[src/rtl/pat_pkg.sv]
`timescale 1ns / 1ps

package pat_pkg;

  localparam int unsigned TAG_W  = 8;
  localparam int unsigned SEQ_W  = 8;
  localparam int unsigned CODE_W = 8;
  localparam int unsigned FUNC_W = 2;

  // tag value meaning "no tag"; never stored
  localparam logic [TAG_W-1:0] TAG_NONE = 8'hFF;

  typedef enum logic [FUNC_W-1:0] {
    FN_SEND  = 2'd0,
    FN_ACK   = 2'd1,
    FN_QUERY = 2'd2,
    FN_FLUSH = 2'd3
  } func_t;

  typedef enum logic [2:0] {
    ST_IDLE,
    ST_SCAN,
    ST_SHIFT,
    ST_RESP,
    ST_FLUSH
  } state_t;

  // result item as it is loaded into the output register
  typedef struct packed {
    logic [SEQ_W-1:0]  assigned_seq;
    logic              relay_valid;
    logic [TAG_W-1:0]  relay_tag;
    logic [CODE_W-1:0] relay_code;
    logic              tag_pending;
    logic              last;
  } result_t;

endpackage

[src/rtl/pending_ack_tracker.sv]
`timescale 1ns / 1ps

// Pending acknowledgement tracker. Keeps up to TABLE_DEPTH {sequence, tag}
// pairs, oldest first. The operation is chosen by in_tuser: a send bumps the
// 8-bit command sequence, reports it and (tag other than 0xFF) appends a pair,
// dropping the oldest one when full; an ack looks up its sequence, removes the
// first match and relays tag and code; a query reports whether a tag is
// pending; a flush relays every pending pair with the given code, tlast on the
// final one, and empties the table (an empty flush gives no transfer). The
// table is walked by one shared comparator and compacted by one shared
// read/write port under a small sequencer, one entry per cycle, and only one
// item is in work at a time. A send appends its pair directly or, when the
// full table must drop its oldest pair, first compacts the table; an ack
// searches up to the match, then compacts the entries above it; a query
// searches up to the match or the end of the table; a flush loads one relay
// per cycle while the output register is free. A stalled output holds the
// sequencer until the result can be loaded.
// The output register decouples the result side: the block takes the next item
// while a result still waits for out_tready.

module pending_ack_tracker #(
  parameter int unsigned TABLE_DEPTH = 8
) (
  input  logic        clk,
  input  logic        rst_n,

  input  logic        in_tvalid,
  output logic        in_tready,
  input  logic [23:0] in_tdata,   // [7:0] app_tag, [15:8] ack_seq, [23:16] result_code
  input  logic [1:0]  in_tuser,   // [1:0] func

  output logic        out_tvalid,
  input  logic        out_tready,
  output logic [23:0] out_tdata,  // [7:0] assigned_seq, [15:8] relay_tag, [23:16] relay_code
  output logic [1:0]  out_tuser,  // [0] relay_valid, [1] tag_pending
  output logic        out_tlast   // last
);

  localparam int unsigned CNT_W = $clog2(TABLE_DEPTH + 1);
  localparam int unsigned IDX_W = (TABLE_DEPTH > 1) ? $clog2(TABLE_DEPTH) : 1;
  localparam logic [CNT_W-1:0] DEPTH_C = CNT_W'(TABLE_DEPTH);

  // control strobes from the sequencer to the datapath
  typedef struct packed {
    logic                     wr_en;
    logic [IDX_W-1:0]         wr_idx;
    logic [pat_pkg::SEQ_W-1:0] wr_seq;
    logic [pat_pkg::TAG_W-1:0] wr_tag;
    logic                     cnt_inc;
    logic                     cnt_dec;
    logic                     cnt_clr;
    logic                     ptr_inc;
    logic                     hit_set;
    logic                     out_load;
  } ctrl_t;

  pat_pkg::state_t state_r, state_nxt;

  // table storage, no reset: only entries below count_r are read
  logic [pat_pkg::SEQ_W-1:0] entry_seq_r [TABLE_DEPTH];
  logic [pat_pkg::TAG_W-1:0] entry_tag_r [TABLE_DEPTH];

  logic [CNT_W-1:0]          count_r;
  logic [CNT_W-1:0]          ptr_r;
  logic [pat_pkg::SEQ_W-1:0] seq_r;
  logic                      hit_r;
  logic [pat_pkg::TAG_W-1:0] hit_tag_r;

  // latched input item
  pat_pkg::func_t             func_r;
  logic [pat_pkg::TAG_W-1:0]  app_tag_r;
  logic [pat_pkg::SEQ_W-1:0]  ack_seq_r;
  logic [pat_pkg::CODE_W-1:0] code_r;

  // output register
  logic        out_tvalid_r;
  logic [23:0] out_tdata_r;
  logic [1:0]  out_tuser_r;
  logic        out_tlast_r;

  ctrl_t                     ctrl;
  pat_pkg::result_t          res;
  pat_pkg::func_t            in_func;
  logic                      in_fire;
  logic                      out_free;
  logic [IDX_W-1:0]          rd_idx;
  logic [pat_pkg::SEQ_W-1:0] rd_seq;
  logic [pat_pkg::TAG_W-1:0] rd_tag;
  logic                      cmp_hit;
  logic                      scan_more;
  logic                      shift_more;
  logic                      flush_last;
  logic                      tbl_full;

  assign in_func  = pat_pkg::func_t'(in_tuser);
  assign in_tready = (state_r == pat_pkg::ST_IDLE);
  assign in_fire  = in_tvalid && in_tready;
  assign out_free = !out_tvalid_r || out_tready;
  assign tbl_full = (count_r == DEPTH_C);

  // single read port: compaction reads the entry above the one it fills
  always_comb begin
    if (state_r == pat_pkg::ST_SHIFT) begin
      rd_idx = IDX_W'(ptr_r + CNT_W'(1));
    end else begin
      rd_idx = ptr_r[IDX_W-1:0];
    end
  end

  assign rd_seq = entry_seq_r[rd_idx];
  assign rd_tag = entry_tag_r[rd_idx];

  // shared comparator: sequence for ack, tag for query
  assign cmp_hit = (func_r == pat_pkg::FN_ACK) ? (rd_seq == ack_seq_r)
                                               : (rd_tag == app_tag_r);

  assign scan_more  = (ptr_r < count_r);
  assign shift_more = ({1'b0, ptr_r} + (CNT_W + 1)'(1)) < {1'b0, count_r};
  assign flush_last = ({1'b0, ptr_r} + (CNT_W + 1)'(1)) == {1'b0, count_r};

  // next state
  always_comb begin
    state_nxt = state_r;
    unique case (state_r)
      pat_pkg::ST_IDLE: begin
        if (in_fire) begin
          unique case (in_func)
            pat_pkg::FN_SEND: begin
              if ((in_tdata[7:0] != pat_pkg::TAG_NONE) && tbl_full) begin
                state_nxt = pat_pkg::ST_SHIFT;
              end else begin
                state_nxt = pat_pkg::ST_RESP;
              end
            end
            pat_pkg::FN_ACK,
            pat_pkg::FN_QUERY: state_nxt = pat_pkg::ST_SCAN;
            pat_pkg::FN_FLUSH: state_nxt = pat_pkg::ST_FLUSH;
            default:           state_nxt = pat_pkg::ST_IDLE;
          endcase
        end
      end
      pat_pkg::ST_SCAN: begin
        if (!scan_more) begin
          state_nxt = pat_pkg::ST_RESP;
        end else if (cmp_hit) begin
          state_nxt = (func_r == pat_pkg::FN_ACK) ? pat_pkg::ST_SHIFT : pat_pkg::ST_RESP;
        end
      end
      pat_pkg::ST_SHIFT: begin
        if (!shift_more) begin
          state_nxt = pat_pkg::ST_RESP;
        end
      end
      pat_pkg::ST_RESP: begin
        if (out_free) begin
          state_nxt = pat_pkg::ST_IDLE;
        end
      end
      pat_pkg::ST_FLUSH: begin
        if (!scan_more) begin
          state_nxt = pat_pkg::ST_IDLE;
        end else if (out_free && flush_last) begin
          state_nxt = pat_pkg::ST_IDLE;
        end
      end
      default: state_nxt = pat_pkg::ST_IDLE;
    endcase
  end

  // sequencer outputs
  always_comb begin
    ctrl = '0;
    res  = '0;
    unique case (state_r)
      pat_pkg::ST_IDLE: begin
        // append straight away when there is room
        if (in_fire && (in_func == pat_pkg::FN_SEND) &&
            (in_tdata[7:0] != pat_pkg::TAG_NONE) && !tbl_full) begin
          ctrl.wr_en   = 1'b1;
          ctrl.wr_idx  = count_r[IDX_W-1:0];
          ctrl.wr_seq  = seq_r + pat_pkg::SEQ_W'(1);
          ctrl.wr_tag  = in_tdata[7:0];
          ctrl.cnt_inc = 1'b1;
        end
      end
      pat_pkg::ST_SCAN: begin
        if (scan_more) begin
          if (cmp_hit) begin
            ctrl.hit_set = 1'b1;
          end else begin
            ctrl.ptr_inc = 1'b1;
          end
        end
      end
      pat_pkg::ST_SHIFT: begin
        ctrl.wr_en  = 1'b1;
        ctrl.wr_idx = ptr_r[IDX_W-1:0];
        if (shift_more) begin
          ctrl.wr_seq  = rd_seq;
          ctrl.wr_tag  = rd_tag;
          ctrl.ptr_inc = 1'b1;
        end else if (func_r == pat_pkg::FN_SEND) begin
          // oldest dropped, new pair goes in the top slot
          ctrl.wr_seq = seq_r;
          ctrl.wr_tag = app_tag_r;
        end else begin
          ctrl.wr_en   = 1'b0;
          ctrl.cnt_dec = 1'b1;
        end
      end
      pat_pkg::ST_RESP: begin
        ctrl.out_load = out_free;
        res.last      = 1'b1;
        if (func_r == pat_pkg::FN_SEND) begin
          res.assigned_seq = seq_r;
        end
        if ((func_r == pat_pkg::FN_ACK) && hit_r) begin
          res.relay_valid = 1'b1;
          res.relay_tag   = hit_tag_r;
          res.relay_code  = code_r;
        end
        res.tag_pending = (func_r == pat_pkg::FN_QUERY) && hit_r;
      end
      pat_pkg::ST_FLUSH: begin
        if (scan_more && out_free) begin
          ctrl.out_load   = 1'b1;
          ctrl.ptr_inc    = !flush_last;
          ctrl.cnt_clr    = flush_last;
          res.relay_valid = 1'b1;
          res.relay_tag   = rd_tag;
          res.relay_code  = code_r;
          res.last        = flush_last;
        end
      end
      default: begin
        ctrl = '0;
      end
    endcase
  end

  // control registers
  always_ff @(posedge clk) begin
    if (!rst_n) begin
      state_r      <= pat_pkg::ST_IDLE;
      count_r      <= '0;
      ptr_r        <= '0;
      seq_r        <= '0;
      hit_r        <= 1'b0;
      out_tvalid_r <= 1'b0;
    end else begin
      state_r <= state_nxt;

      if (ctrl.cnt_clr) begin
        count_r <= '0;
      end else if (ctrl.cnt_inc) begin
        count_r <= count_r + CNT_W'(1);
      end else if (ctrl.cnt_dec) begin
        count_r <= count_r - CNT_W'(1);
      end

      if (in_fire) begin
        // a full-table send compacts from the oldest slot
        ptr_r <= '0;
        hit_r <= 1'b0;
        if (in_func == pat_pkg::FN_SEND) begin
          seq_r <= seq_r + pat_pkg::SEQ_W'(1);
        end
      end else begin
        if (ctrl.ptr_inc) begin
          ptr_r <= ptr_r + CNT_W'(1);
        end
        if (ctrl.hit_set) begin
          hit_r <= 1'b1;
        end
      end

      if (ctrl.out_load) begin
        out_tvalid_r <= 1'b1;
      end else if (out_tready) begin
        out_tvalid_r <= 1'b0;
      end
    end
  end

  // payload registers
  always_ff @(posedge clk) begin
    if (in_fire) begin
      func_r    <= in_func;
      app_tag_r <= in_tdata[7:0];
      ack_seq_r <= in_tdata[15:8];
      code_r    <= in_tdata[23:16];
    end
    if (ctrl.hit_set) begin
      hit_tag_r <= rd_tag;
    end
    if (ctrl.wr_en) begin
      entry_seq_r[ctrl.wr_idx] <= ctrl.wr_seq;
      entry_tag_r[ctrl.wr_idx] <= ctrl.wr_tag;
    end
    if (ctrl.out_load) begin
      out_tdata_r <= {res.relay_code, res.relay_tag, res.assigned_seq};
      out_tuser_r <= {res.tag_pending, res.relay_valid};
      out_tlast_r <= res.last;
    end
  end

  assign out_tvalid = out_tvalid_r;
  assign out_tdata  = out_tdata_r;
  assign out_tuser  = out_tuser_r;
  assign out_tlast  = out_tlast_r;

  // checks
  a_count_bound: assert property (@(posedge clk) disable iff (!rst_n)
    count_r <= DEPTH_C)
    else $error("entry count above table depth");

  a_shift_in_range: assert property (@(posedge clk) disable iff (!rst_n)
    (state_r == pat_pkg::ST_SHIFT) |-> (ptr_r < count_r))
    else $error("compaction pointer outside the table");

  a_one_at_a_time: assert property (@(posedge clk) disable iff (!rst_n)
    in_fire |=> !in_tready)
    else $error("second item taken while one is in work");

  a_flag_exclusive: assert property (@(posedge clk) disable iff (!rst_n)
    out_tvalid_r |-> !(out_tuser_r[0] && out_tuser_r[1]))
    else $error("relay and query answer in one result");

  a_mid_flush_relay: assert property (@(posedge clk) disable iff (!rst_n)
    (out_tvalid_r && !out_tlast_r) |-> out_tuser_r[0])
    else $error("non-final result that is not a flush relay");

endmodule
[config.mk]
export PLATFORM = sky130hd
export DESIGN_NAME = pending_ack_tracker
export DESIGN_NICKNAME = d
export VERILOG_FILES = /design/src/rtl/pat_pkg.sv /design/src/rtl/pending_ack_tracker.sv
export SDC_FILE = /design/constraint.sdc
export NUM_CORES = 1
export LEC_CHECK = 0
export BUFFER_PORTS_ARGS = -buffer_cell sky130_fd_sc_hd__buf_2
export CAP_MARGIN = 20
export CORE_MARGIN = 2
export CORE_UTILIZATION = 40
export DETAILED_ROUTE_END_ITERATION = 8
export PLACE_DENSITY = 0.56
export RECOVER_POWER = 25
export SYNTH_ARGS = -nofsm -noshare
export SYNTH_HDL_FRONTEND = slang
export SYNTH_SLANG_ARGS = --single-unit
[constraint.sdc]
create_clock -name clk -period 5.5 [get_ports clk]
set_clock_uncertainty 0.15 [all_clocks]
set_input_delay 1.1 -clock clk [delete_from_list [all_inputs] [get_ports clk]]
set_output_delay 1.1 -clock clk [all_outputs]
set_load 0.005 [all_outputs]
* Word-level counts from Yosys, hierarchy flattened
Memories as Yosys holds them, arrays and structs flattened.
Cells that the tools add are included.
** Cells by class
- Add/sub/neg operators :: 5
- $mul :: 0
- Divide/modulo/power cells :: 0
- Order comparisons :: 2
- Equality and inequality tests :: 19
- Shifts and indexed selects :: 0
- Mux-type cells :: 44
- Bitwise gates (word level) :: 1
- Reduce and logical (&&, ||, !) cells :: 24
** Operators with widths (count)
- case mux 20 bit (2 select lines) :: 1
- 2-to-1 mux 17 bit :: 2
- case mux 17 bit (2 select lines) :: 1
- 2-to-1 mux 16 bit :: 2
- 2-to-1 mux 3 bit :: 8
- 2-to-1 mux 21 bit :: 1
- 2-to-1 mux 1 bit :: 20
- == test 8 bit :: 2
- case mux 3 bit (5 select lines) :: 1
- logical AND 1 bit :: 9
- case mux 3 bit (3 select lines) :: 1
- adder 4 x 1 -> 4 bit, second input constant :: 2
- adder 8 x 1 -> 8 bit, second input constant :: 1
- 2-to-1 mux 4 bit :: 2
- inequality test 8 bit, second input constant :: 1
- == test 2 bit, second input constant :: 3
- == test 3 x 2 -> 1 bit, second input constant :: 2
- inequality test 3 bit, second input constant :: 2
- OR reduction 2 bit :: 3
- adder 4 x 1 -> 5 bit, second input constant :: 1
- == test 5 x 4 -> 1 bit :: 1
- less-than comparator 5 x 4 -> 1 bit :: 1
- AND reduction 5 bit :: 1
- == test 2 x 1 -> 1 bit, second input constant :: 2
- other kinds (17) :: 25
** Word-level totals
- Register bits :: 82
- Bits in latches :: 0
- RAM bits :: 128
- Bits in read-only memories :: 0
- Input port bits :: 30
- Output and inout port bits :: 29
- Word-level logic and storage cells :: 113
- Memories kept :: 2
** Memories
- entry_seq_r :: depth 8, width 8, rd ports 1, clocked after Yosys merged registers in 0, write ports 1, line pending_ack_tracker.sv:60 : logic [pat_pkg::SEQ_W-1:0] entry_seq_r [TABLE_DEPTH];
- entry_tag_r :: depth 8, width 8, rd ports 1, clocked after Yosys merged registers in 0, write ports 1, line pending_ack_tracker.sv:61 : logic [pat_pkg::TAG_W-1:0] entry_tag_r [TABLE_DEPTH];

* Depth between registers and ports, before layout
Gate-level depths: netlist (run 1).
- Depth in word-level cells :: 9
- Gate-level depth with buffers :: 19

* Least setup slack after synthesis (run 1)
No wires, ideal clock.
- Kind :: register to register
- From :: reg state_r[1]
- To :: reg hit_tag_r[0] (netlist name) (enable)
- Setup time :: 0.377 ns
- Arrival time :: 3.796 ns
- Slack :: 1.177 ns
- Stages on the path, launching flop included :: 15
- Buffers on the path :: 6
- Clock period less this slack :: 4.323 ns
- Path through :: dfxtp_1 > buf_2 > or3b_1 > buf_2 > inv_1 > ha_1 > buf_2 > buf_2 > buf_2 > buf_2 > mux4_2 > mux2i_1 > xor2_1 > nand4_1 > a21oi_1
** RTL lines
- start, declared :: line pending_ack_tracker.sv:57 : pat_pkg::state_t state_r, state_nxt;
- start signal, assigned :: line pending_ack_tracker.sv:244 : state_r <= pat_pkg::ST_IDLE;
- start signal, assigned :: line pending_ack_tracker.sv:251 : state_r <= state_nxt;
- end signal, assigned :: line pending_ack_tracker.sv:294 : hit_tag_r <= rd_tag;
- end, declared :: line pending_ack_tracker.sv:67 : logic [pat_pkg::TAG_W-1:0] hit_tag_r;

* Worst setup path in the final report (run 1)
- From :: reg ptr_r[1]
- To :: reg state_r[0]
** Between the ends
- Longest elaborated chain between the ends :: 7
- Elaborated cells on any way between the ends :: 19
** RTL lines
- start, declared :: line pending_ack_tracker.sv:64 : logic [CNT_W-1:0] ptr_r;
- start signal, assigned :: line pending_ack_tracker.sv:270 : ptr_r <= ptr_r + CNT_W'(1);
- adder 4 x 1 -> 4 bit
- 2-to-1 mux 3 bit :: line pending_ack_tracker.sv:103 : if (state_r == pat_pkg::ST_SHIFT) begin
- memory (8 x 8 bit), on equally long branches
- == test 8 bit, on equally long branches :: line pending_ack_tracker.sv:115, pending_ack_tracker.sv:114
- 2-to-1 mux 1 bit :: line pending_ack_tracker.sv:114 : assign cmp_hit = (func_r == pat_pkg::FN_ACK) ? (rd_seq == ack_seq_r)
- inequality test 3 bit (no source line)
- AND reduction 5 bit (no source line)
Several ways; a longest one is shown, not always the timed one.
A chain may end at the register's enable or synchronous reset.

==> results of run 1 <==
## tightest hold or removal path, stage by stage, from the launching register on
cell and delay [ns]:
dfxtp_1 0.33, nor2_1 0.10, nor2_1 0.04
## routing by layer
| layer | up-vias | GRT usage [%] | wire [µm] |
|---|---|---|---|
| li1 | 2608 | - | - |
| met4 | 0 | 5.81 | 500 |
| met3 | 36 | 2.69 | 985 |
| met1 | 2813 | 24.5 | 9710 |
| met5 | - | 0 | 0 |
| met2 | 154 | 29.3 | 10200 |
## cell usage in the layout (no fill, tap or decap), types with 10 or more instances in the layout
| master | Yosys | routed |
|---|---|---|
| nor2b_1 | 10 | 10 |
| clkbuf_16 | 0 | 25 |
| xnor2_1 | 17 | 16 |
| o21ai_0 | 36 | 36 |
| edfxtp_1 | 189 | 189 |
| a21oi_1 | 22 | 22 |
| ha_1 | 15 | 14 |
| buf_4 | 2 | 17 |
| nor2_1 | 45 | 45 |
| clkbuf_1 | 12 | 29 |
| nor3_1 | 12 | 12 |
| mux4_2 | 27 | 27 |
| nand2_1 | 56 | 56 |
| inv_1 | 29 | 29 |
| mux2i_1 | 24 | 24 |
| buf_2 | 12 | 35 |
| dfxtp_1 | 21 | 21 |
| xor2_1 | 14 | 14 |
## power by group
part / leakage [µW] / switching [µW] / internal, µW / total [µW]
combinational: 0.00135 / 986 / 652 / 1640
sequential: 0.00191 / 108 / 2000 / 2110
clock: 0.000353 / 611 / 879 / 1490
total: 0.00361 / 1710 / 3530 / 5240
## path summary, 6_finish.rpt
path                      to  startpoint  cells after the start  slack (ns)
setup / recovery  state_r[0]    ptr_r[1]                     12        0.63
hold / removal         hit_r       hit_r                      2        0.37
setup reg to reg  state_r[0]    ptr_r[1]                     12        0.63
hold reg to reg        hit_r       hit_r                      2        0.37
## logic make-up (layout without fill, tap and decap cells)
kind of cell,after synthesis,count (layout),synth area share [%]
flip-flops,210,210,66.2
AND/OR/NAND/NOR,179,179,9.56
AO/OA/AOI/OAI,107,107,7.28
buffers and inverters,56,148,2.61
multiplexers,51,51,9.21
XOR/XNOR,31,31,2.95
adder cells (fa/ha/maj),16,16,2.25
## flip-flops by register name, summed over array words and instances, names as in the netlist, 8 cells and up
signal,flops
ack_seq_r,8
app_tag_r,8
code_r,8
entry_seq_r,64
entry_tag_r,64
hit_tag_r,8
out_tdata,24
seq_r,8
## per-stage QoR
stage / power (µW) / cells / util, %
floorplan: 3320 / 650 / -
global placement: 3760 / 984 / 43.6
detailed placement: 3800 / 984 / 43.6
CTS: 5310 / 1027 / 46.9
global route: 5530 / 1027 / 46.8
finish: 5240 / 1027 / 46.8
## layout make-up
| class | instances | area [µm²] |
|---|---|---|
| Timing Repair Buffer | 76 | 393 |
| Clock inverter | 12 | 96.3 |
| Sequential cell | 210 | 6100 |
| Fill cell | 1997 | 12000 |
| Inverter | 29 | 109 |
| Tap cell | 285 | 357 |
| Multi-Input combinational cell | 384 | 2900 |
| Clock buffer | 31 | 648 |
==> out/summary.txt, run 1 <==
DR vias/cell = 5.46
pwr/cell area = 495 nW/µm²
CP max stage cell = nor4bb_1
fmax = 205 MHz
Die Area = 24,300 µm²
Port Buffers = 58
Setup TNS = 0 ns
first drt pass iteration count = 5
worst hold margin = 0.370 ns
endpoints failing hold = 0
Post-DP HPWL = 13,900 µm
max_cap viols = 1
RSZ-0062 raised after global routing = no
Post-synth EDFFs = 189
synthesized flop and latch total = 210
synth top area cells = edfxtp_1 62%, mux4_2 6.6%, dfxtp_1 4.6%, mux2i_1 2.6%, nand2_1 2.3%
CP startpoint kind = register
Hold-fix buffers, CTS = 0
area grow syn2layout = 15.0%
DRC viols = 0
Placer Congestion = 0.791
Hold WC Path Type = reg -> reg
DR vias = 5,611
Post-Place Worst Slack = 0.644 ns
unique cell type count in the Yosys netlist = 56
register area share after synthesis = 66.2%
post-route worst setup slack = 0.628 ns
share of post-route cells with drive strength above 1 = 16.2%
Synth Cell Area = 9220 µm²
vias in the first global route = 5,646
syn nets = 696
maximum number of pins on one net before global-route repair = 31
Clk Latency, worst-skew pair = 0.51 ns
wire per inst = 20.8 µm
post-route clock period utilization = 88.6%
Die Height = 156 µm
Mean Syn Cell Area = 14.2 µm²
CTS clk-pin slew, worst paths = 0.06 ns
Final #Nets = 771
# setup viols final = 0
ys async rst share = 0%
Cell Rows = 55
Slew HR = -21.1%
critical path cell sequence = ha_1 -> nor4bb_1 -> a21o_1 -> buf_4 -> a2111oi_0 -> nor4_1 -> xor2_1 -> nor3_1 -> nand4_1 -> and3b_1 -> nor3_4 -> mux2i_1
CTS max path bufs = 3
WP buf/inv = 1
die width = 156 µm
pins over their slew limit = 27
post-CTS setup buffer count = 0
GR Util All Layers = 17.8%
# IOs = 59
CTS tree = done
failing checks = max-capacitance violations, max-slew violations
Clock Sinks = 210
worst slew pin tran = 1.82 ns
main flop type after synthesis = edfxtp_1
core area = 22,600 µm²
dpl cell area = 9880 µm²
initial antenna violation count = 0
Max H-tree Level = 1
area leader, netlist = edfxtp_1
leakage power = 0.00361 µW
CTS root buffer = clkbuf_16
GR Overflow Total = 0
Worst Path Required = 5.79 ns
DRT antenna net count = 0
Crit Path Category = reg -> reg
area share of the largest cell type after synthesis = 61.6%
number of synthesis warnings = 0
Syn Inst Count = 650
ANT cells = 0
status = complete, but fails checks
1st-iter DRT viols = 320
Final Critical Period = 4.87 ns
worst-path maximum fanout = 14
Initial Util = 40.7%
Synth top cells by count = 189 x edfxtp_1, 56 x nand2_1, 45 x nor2_1
post_cts resized = 0
cts bufs inserted = 24
max incr delay on CP = 0.82 ns
fin area = 10,600 µm²
CP top delay family = simple AND/OR/NAND/NOR gates
first-pass GRT wire length = 32,900 µm
Arr. time, crit path = 5.16 ns
top-count cell post-synth = edfxtp_1
peak supply drop = 0.252 mV
CP endpoint kind = register
total wire length = 21,400 µm
(Power assumes the default switching activity.)
==> run 2: changes to the inputs <==
clock period = 5.9 ns   (was 5.5 ns; I/O delays follow)
==> run 2 against run 1 <==
- the flow still finishes with violations (max-capacitance violations, max-slew violations)
- via count down 1.0%
- global-route usage decreased by 0.30 points
- sequential share of layout area increased by 0.095 points
- count of clock-buffer cells in the layout increased by 2
- register-to-register slack gained 0.42 ns
- power down 7.5%
- non-clock buffer count grew 1
- cell area shrank 0.17%
- first-iteration DRC count up 29%
- clock power decreased by 10%
- combinational power is 6% lower
- critical endpoint is now hit_tag_r[7]
- largest power group unchanged
==> out/summary.txt, run 2 (synthesis gave the netlist of run 1 again) <==
status = complete, but fails checks
failing checks = max-capacitance violations, max-slew violations
post-route clock period utilization = 82.2%
Clk Latency, worst-skew pair = 0.52 ns
area taken by multi-input logic gates = 2900 µm²
Post-DP HPWL = 14,000 µm
pins over their slew limit = 27
Die Height = 156 µm
initial antenna violation count = 0
CTS max path bufs = 3
post-CTS setup buffer count = 0
fin cells = 1,027
flop-to-flop setup slack = 1.05 ns
CP startpoint kind = register
Arr. time, crit path = 4.85 ns
pwr/cell area = 458 nW/µm²
Final #Nets = 771
DR vias = 5,555
RSZ-0062 raised after global routing = no
Setup TNS = 0 ns
Worst Path Required = 5.90 ns
fmax = 206 MHz
most common cell after layout, fill and taps aside = edfxtp_1
Max H-tree Level = 1
vias in the first global route = 5,612
Port Buffers = 58
Clock Sinks = 210
# IOs = 59
die width = 156 µm
# fillers = 1,961
share of post-route cells with drive strength above 1 = 15.6%
first-pass GRT wire length = 32,200 µm
worst slew pin tran = 1.96 ns
Cell Rows = 55
CTS tree = done
Final Critical Period = 4.85 ns
Reg2Reg Depth = 9
CP endpoint kind = register
CTS root buffer = clkbuf_16
Util after Layout = 46.7%
DR vias/cell = 5.41
area grow syn2layout = 14.8%
Crit Path Category = reg -> reg
max_cap viols = 1
CTS clk-pin slew, worst paths = 0.06 ns
DRC viols = 0
GR Overflow Total = 0
Crit Reg-Reg Endpoint = hit_tag_r[7]
hold_sp = seq_r[1]
Initial Util = 40.7%
DRT antenna net count = 0
core area = 22,600 µm²
# setup viols final = 0
leading cell types in the layout, fill and taps excluded = 189 x edfxtp_1, 56 x nand2_1, 45 x nor2_1
peak supply drop = 0.197 mV
1st-iter DRT viols = 413
post_cts resized = 0
ANT cells = 0
FF-to-FF Start = state_r[2]
maximum number of pins on one net before global-route repair = 27
# placed instances = 984
wire per inst = 20.8 µm
Slew HR = -30.5%
endpoints failing hold = 0
FF/Latch Area = 6100 µm²
critical path endpoint = hit_tag_r[7]
leakage power = 0.00361 µW
worst-path maximum fanout = 18
Placer Congestion = 0.839
Hold WC Path Type = reg -> reg
Die Area = 24,300 µm²
cts bufs inserted = 23
Hold-fix buffers, CTS = 0
crit path launch = state_r[2]
GR Util All Layers = 17.5%
first drt pass iteration count = 5
total wire length = 21,300 µm
[run 2: cell types whose count changed in the layout (fill, tap and decap cells not counted), moves of 2 or more]
cell / delta
clkinvlp_4: -4
clkbuf_1: +3
buf_2: +2
clkbuf_16: -2
clkinv_2: -2
clkinv_1: +2
[run 2: how the worst min path moves through the flow]
stage / end / slack (ns) / cells past startpoint
floorplan: hit_r / 0.29 / 2
global placement: count_r[3] / 0.35 / 2
detailed placement: hit_r / 0.37 / 2
CTS: hit_r / 0.38 / 2
global route: out_tdata[20] / 0.41 / 1
finish: seq_r[1] / 0.38 / 2
[run 2: stage by stage]
step | hold WS, ns | cell area, µm² | total power [µW] | setup slack, ns
4_1_cts | 0.380 | 10600 | 4890 | 0.786
2_1_floorplan | 0.290 | 9220 | 3100 | 1.55
3_3_place_gp | 0.352 | 9880 | 3520 | 1.04
6_report | 0.380 | 10600 | 4850 | 1.05
3_5_place_dp | 0.371 | 9880 | 3540 | 0.785
5_1_grt | 0.414 | 10600 | 5110 | 0.735
[run 2: metal layers]
layer	global-route usage, %	share of wire (%)	vias to the layer above
li1	-	-	2609
met1	24.5	46	2735
met2	28.3	46	163
met3	2.53	5.1	48
met4	6.16	3.2	0
met5	0	0	-
[run 2: report_power, final]
part | switching (µW) | leakage, µW | internal, µW
logic | 921 | 0.00136 | 618
registers | 100 | 0.00191 | 1870
clock network | 570 | 0.000338 | 772
total | 1590 | 0.00361 | 3260
[run 2: final cells by class]
type / count / area share, %
multi-input combinational: 384 / 27.4
timing repair buffer: 77 / 4.00
inverter: 29 / 1.03
clock inverter: 9 / 0.793
sequential: 210 / 57.6
clock buffer: 33 / 5.80
tap: 285 / 3.37
[run 2: critical path: stages, from the launching register on]
cell     delay (ns)
dfxtp_1        0.54
or3b_1         0.36
inv_1          0.19
ha_2           0.81
mux4_2         0.62
mux2i_1        0.37
xor2_1         0.20
nand4_1        0.10
or4_1          0.45
a21oi_1        0.67
==> run 3: changes to the inputs <==
PLACE_DENSITY = 0.59   (was 0.56)
clock period = 4.1 ns   (was 5.9 ns; I/O delays follow)
==> run 3 against run 2 <==
- the run still ends with max-capacitance violations, max-slew violations left
- setup slack got worse by 0.80 ns
- register-to-register slack lost 0.80 ns
- hold slack got worse by 0.043 ns
- combinational power increased by 54%
- critical path depth increased by 4
- power is 51% higher
- first-iteration DRC count up 9.0%
- core utilization increased by 1.7 points
- via count up 2.7%
- cell area rose by 3.5%
- critical path type unchanged
==> out/summary.txt, run 3 (synthesis gave the netlist of run 1 again) <==
worst slew pin tran = 1.73 ns
failing checks = max-capacitance violations, max-slew violations
Hold-fix buffers, CTS = 0
hold_sp = in_tdata[14]
total power = 7340 µW
Post-DP HPWL = 14,300 µm
leakage power = 0.00378 µW
max incr delay on CP = 0.55 ns
fmax = 260 MHz
Crit Path Category = reg -> reg
Die Height = 156 µm
flop-to-flop setup slack = 0.25 ns
initial antenna violation count = 0
die width = 156 µm
max_cap viols = 1
cts bufs inserted = 23
leading cell types in the layout, fill and taps excluded = 189 x edfxtp_1, 56 x nand2_1, 44 x nor2_1
Final #Nets = 802
first drt pass iteration count = 5
Hold EP = ack_seq_r[6]
endpoints failing hold = 0
ANT cells = 0
Clock Sinks = 210
Clk Latency, worst-skew pair = 0.51 ns
# fillers = 1,986
peak supply drop = 0.392 mV
CTS max path bufs = 3
share of post-route cells with drive strength above 1 = 19.3%
DRT antenna net count = 0
dpl cell area = 10,100 µm²
DR vias/cell = 5.39
maximum number of pins on one net before global-route repair = 27
Max H-tree Level = 1
worst-path maximum fanout = 15
critical path cell sequence = or3b_1 -> inv_1 -> ha_2 -> buf_8 -> mux4_2 -> xor2_1 -> o32ai_1 -> o21ai_1 -> or4_1 -> and3b_2 -> buf_12 -> mux2i_1 -> o311ai_1
# IOs = 59
first-pass GRT wire length = 31,700 µm
Cell Rows = 55
Port Buffers = 58
CP top delay family = simple AND/OR/NAND/NOR gates
CP endpoint kind = register
DR vias = 5,703
Final Critical Period = 3.85 ns
fin area = 11,000 µm²
area taken by multi-input logic gates = 2910 µm²
hold path cells = 1
wire per inst = 19.4 µm
most common cell after layout, fill and taps aside = edfxtp_1
Reg2Reg Depth = 13
status = complete, but fails checks
DRC viols = 0
post-route clock period utilization = 93.9%
GR Util All Layers = 17.0%
CTS tree = done
CTS root buffer = clkbuf_16
GR Overflow Total = 0
FF/Latch Area = 6100 µm²
CP max stage cell = or4_1
core area = 22,600 µm²
pins over their slew limit = 27
# setup viols final = 0
Worst Path Required = 4.33 ns
total wire length = 20,600 µm
pwr/cell area = 670 nW/µm²
Slew HR = -15.3%
CTS clk-pin slew, worst paths = 0.06 ns
area grow syn2layout = 18.8%
Arr. time, crit path = 4.08 ns
Setup TNS = 0 ns
Die Area = 24,300 µm²
Initial Util = 40.7%
FF-to-FF Start = state_r[2]
Placer Congestion = 0.917
CP startpoint kind = register
Hold WC Path Type = in -> reg
WP buf/inv = 3
1st-iter DRT viols = 450
RSZ-0062 raised after global routing = no
vias in the first global route = 5,610
Post-Place Worst Slack = -0.0346 ns
Crit Reg-Reg Endpoint = ptr_r[2]
post-route worst setup slack = 0.249 ns
## run 3: report_power, final
part / switching, µW / internal (µW)
sequential: 108 / 2690
combinational: 1360 / 1000
clock: 825 / 1350
## run 3: routing by layer
| metal | GRT usage (%) | part of all wire [%] | wire [µm] |
|---|---|---|---|
| met5 | 0 | 0 | 0 |
| met4 | 5.46 | 3.1 | 628 |
| met2 | 27.5 | 47 | 9660 |
| met1 | 23.5 | 44 | 9070 |
| met3 | 3.14 | 5.9 | 1220 |
## run 3: repair_timing
item / 4_1_cts / 5_1_grt
endpoints found under the setup margin: 2 / 5
buffers inserted: 0 / 1
resized for setup: 1 / 3
## run 3: final cells by class
class,instances,share of cell area [%]
flip-flops and latches,210,55.7
repair buffers,108,6.02
inverters,29,0.994
clock buffers,24,5.29
clock inverters,18,2.17
well taps,285,3.26
multi-input cells,384,26.6
## run 3: worst max path at each step
stage | startpoint | end | slack (ns) | depth (start not counted)
after CTS | state_r[2] | state_r[0] | 0.09 | 12
after detailed placement | ptr_r[0] | state_r[0] | -0.03 | 11
after global placement | ptr_r[0] | state_r[0] | 0.01 | 11
after global routing | state_r[1] | state_r[0] | 0.04 | 12
after floorplan | state_r[2] | entry_seq_r[3][0] | -0.06 | 11
final | state_r[2] | ptr_r[2] | 0.25 | 13
## run 3: through the flow
step	util (%)	hold WS (ns)	cells
6_report	48.4	0.337	1058
4_1_cts	48.5	0.317	1057
2_1_floorplan	-	0.290	650
3_5_place_dp	44.8	0.365	1015
3_3_place_gp	44.8	0.350	1014
5_1_grt	48.4	0.312	1058
## run 3: worst register-to-register path: stages (launching register included)
cell and delay, ns:
dfxtp_1 0.35, or3b_1 0.40, inv_1 0.09, ha_2 0.18
buf_8 0.20, mux4_2 0.55, xor2_1 0.18, o32ai_1 0.29
o21ai_1 0.09, or4_1 0.55, and3b_2 0.31, buf_12 0.15
mux2i_1 0.14, o311ai_1 0.12
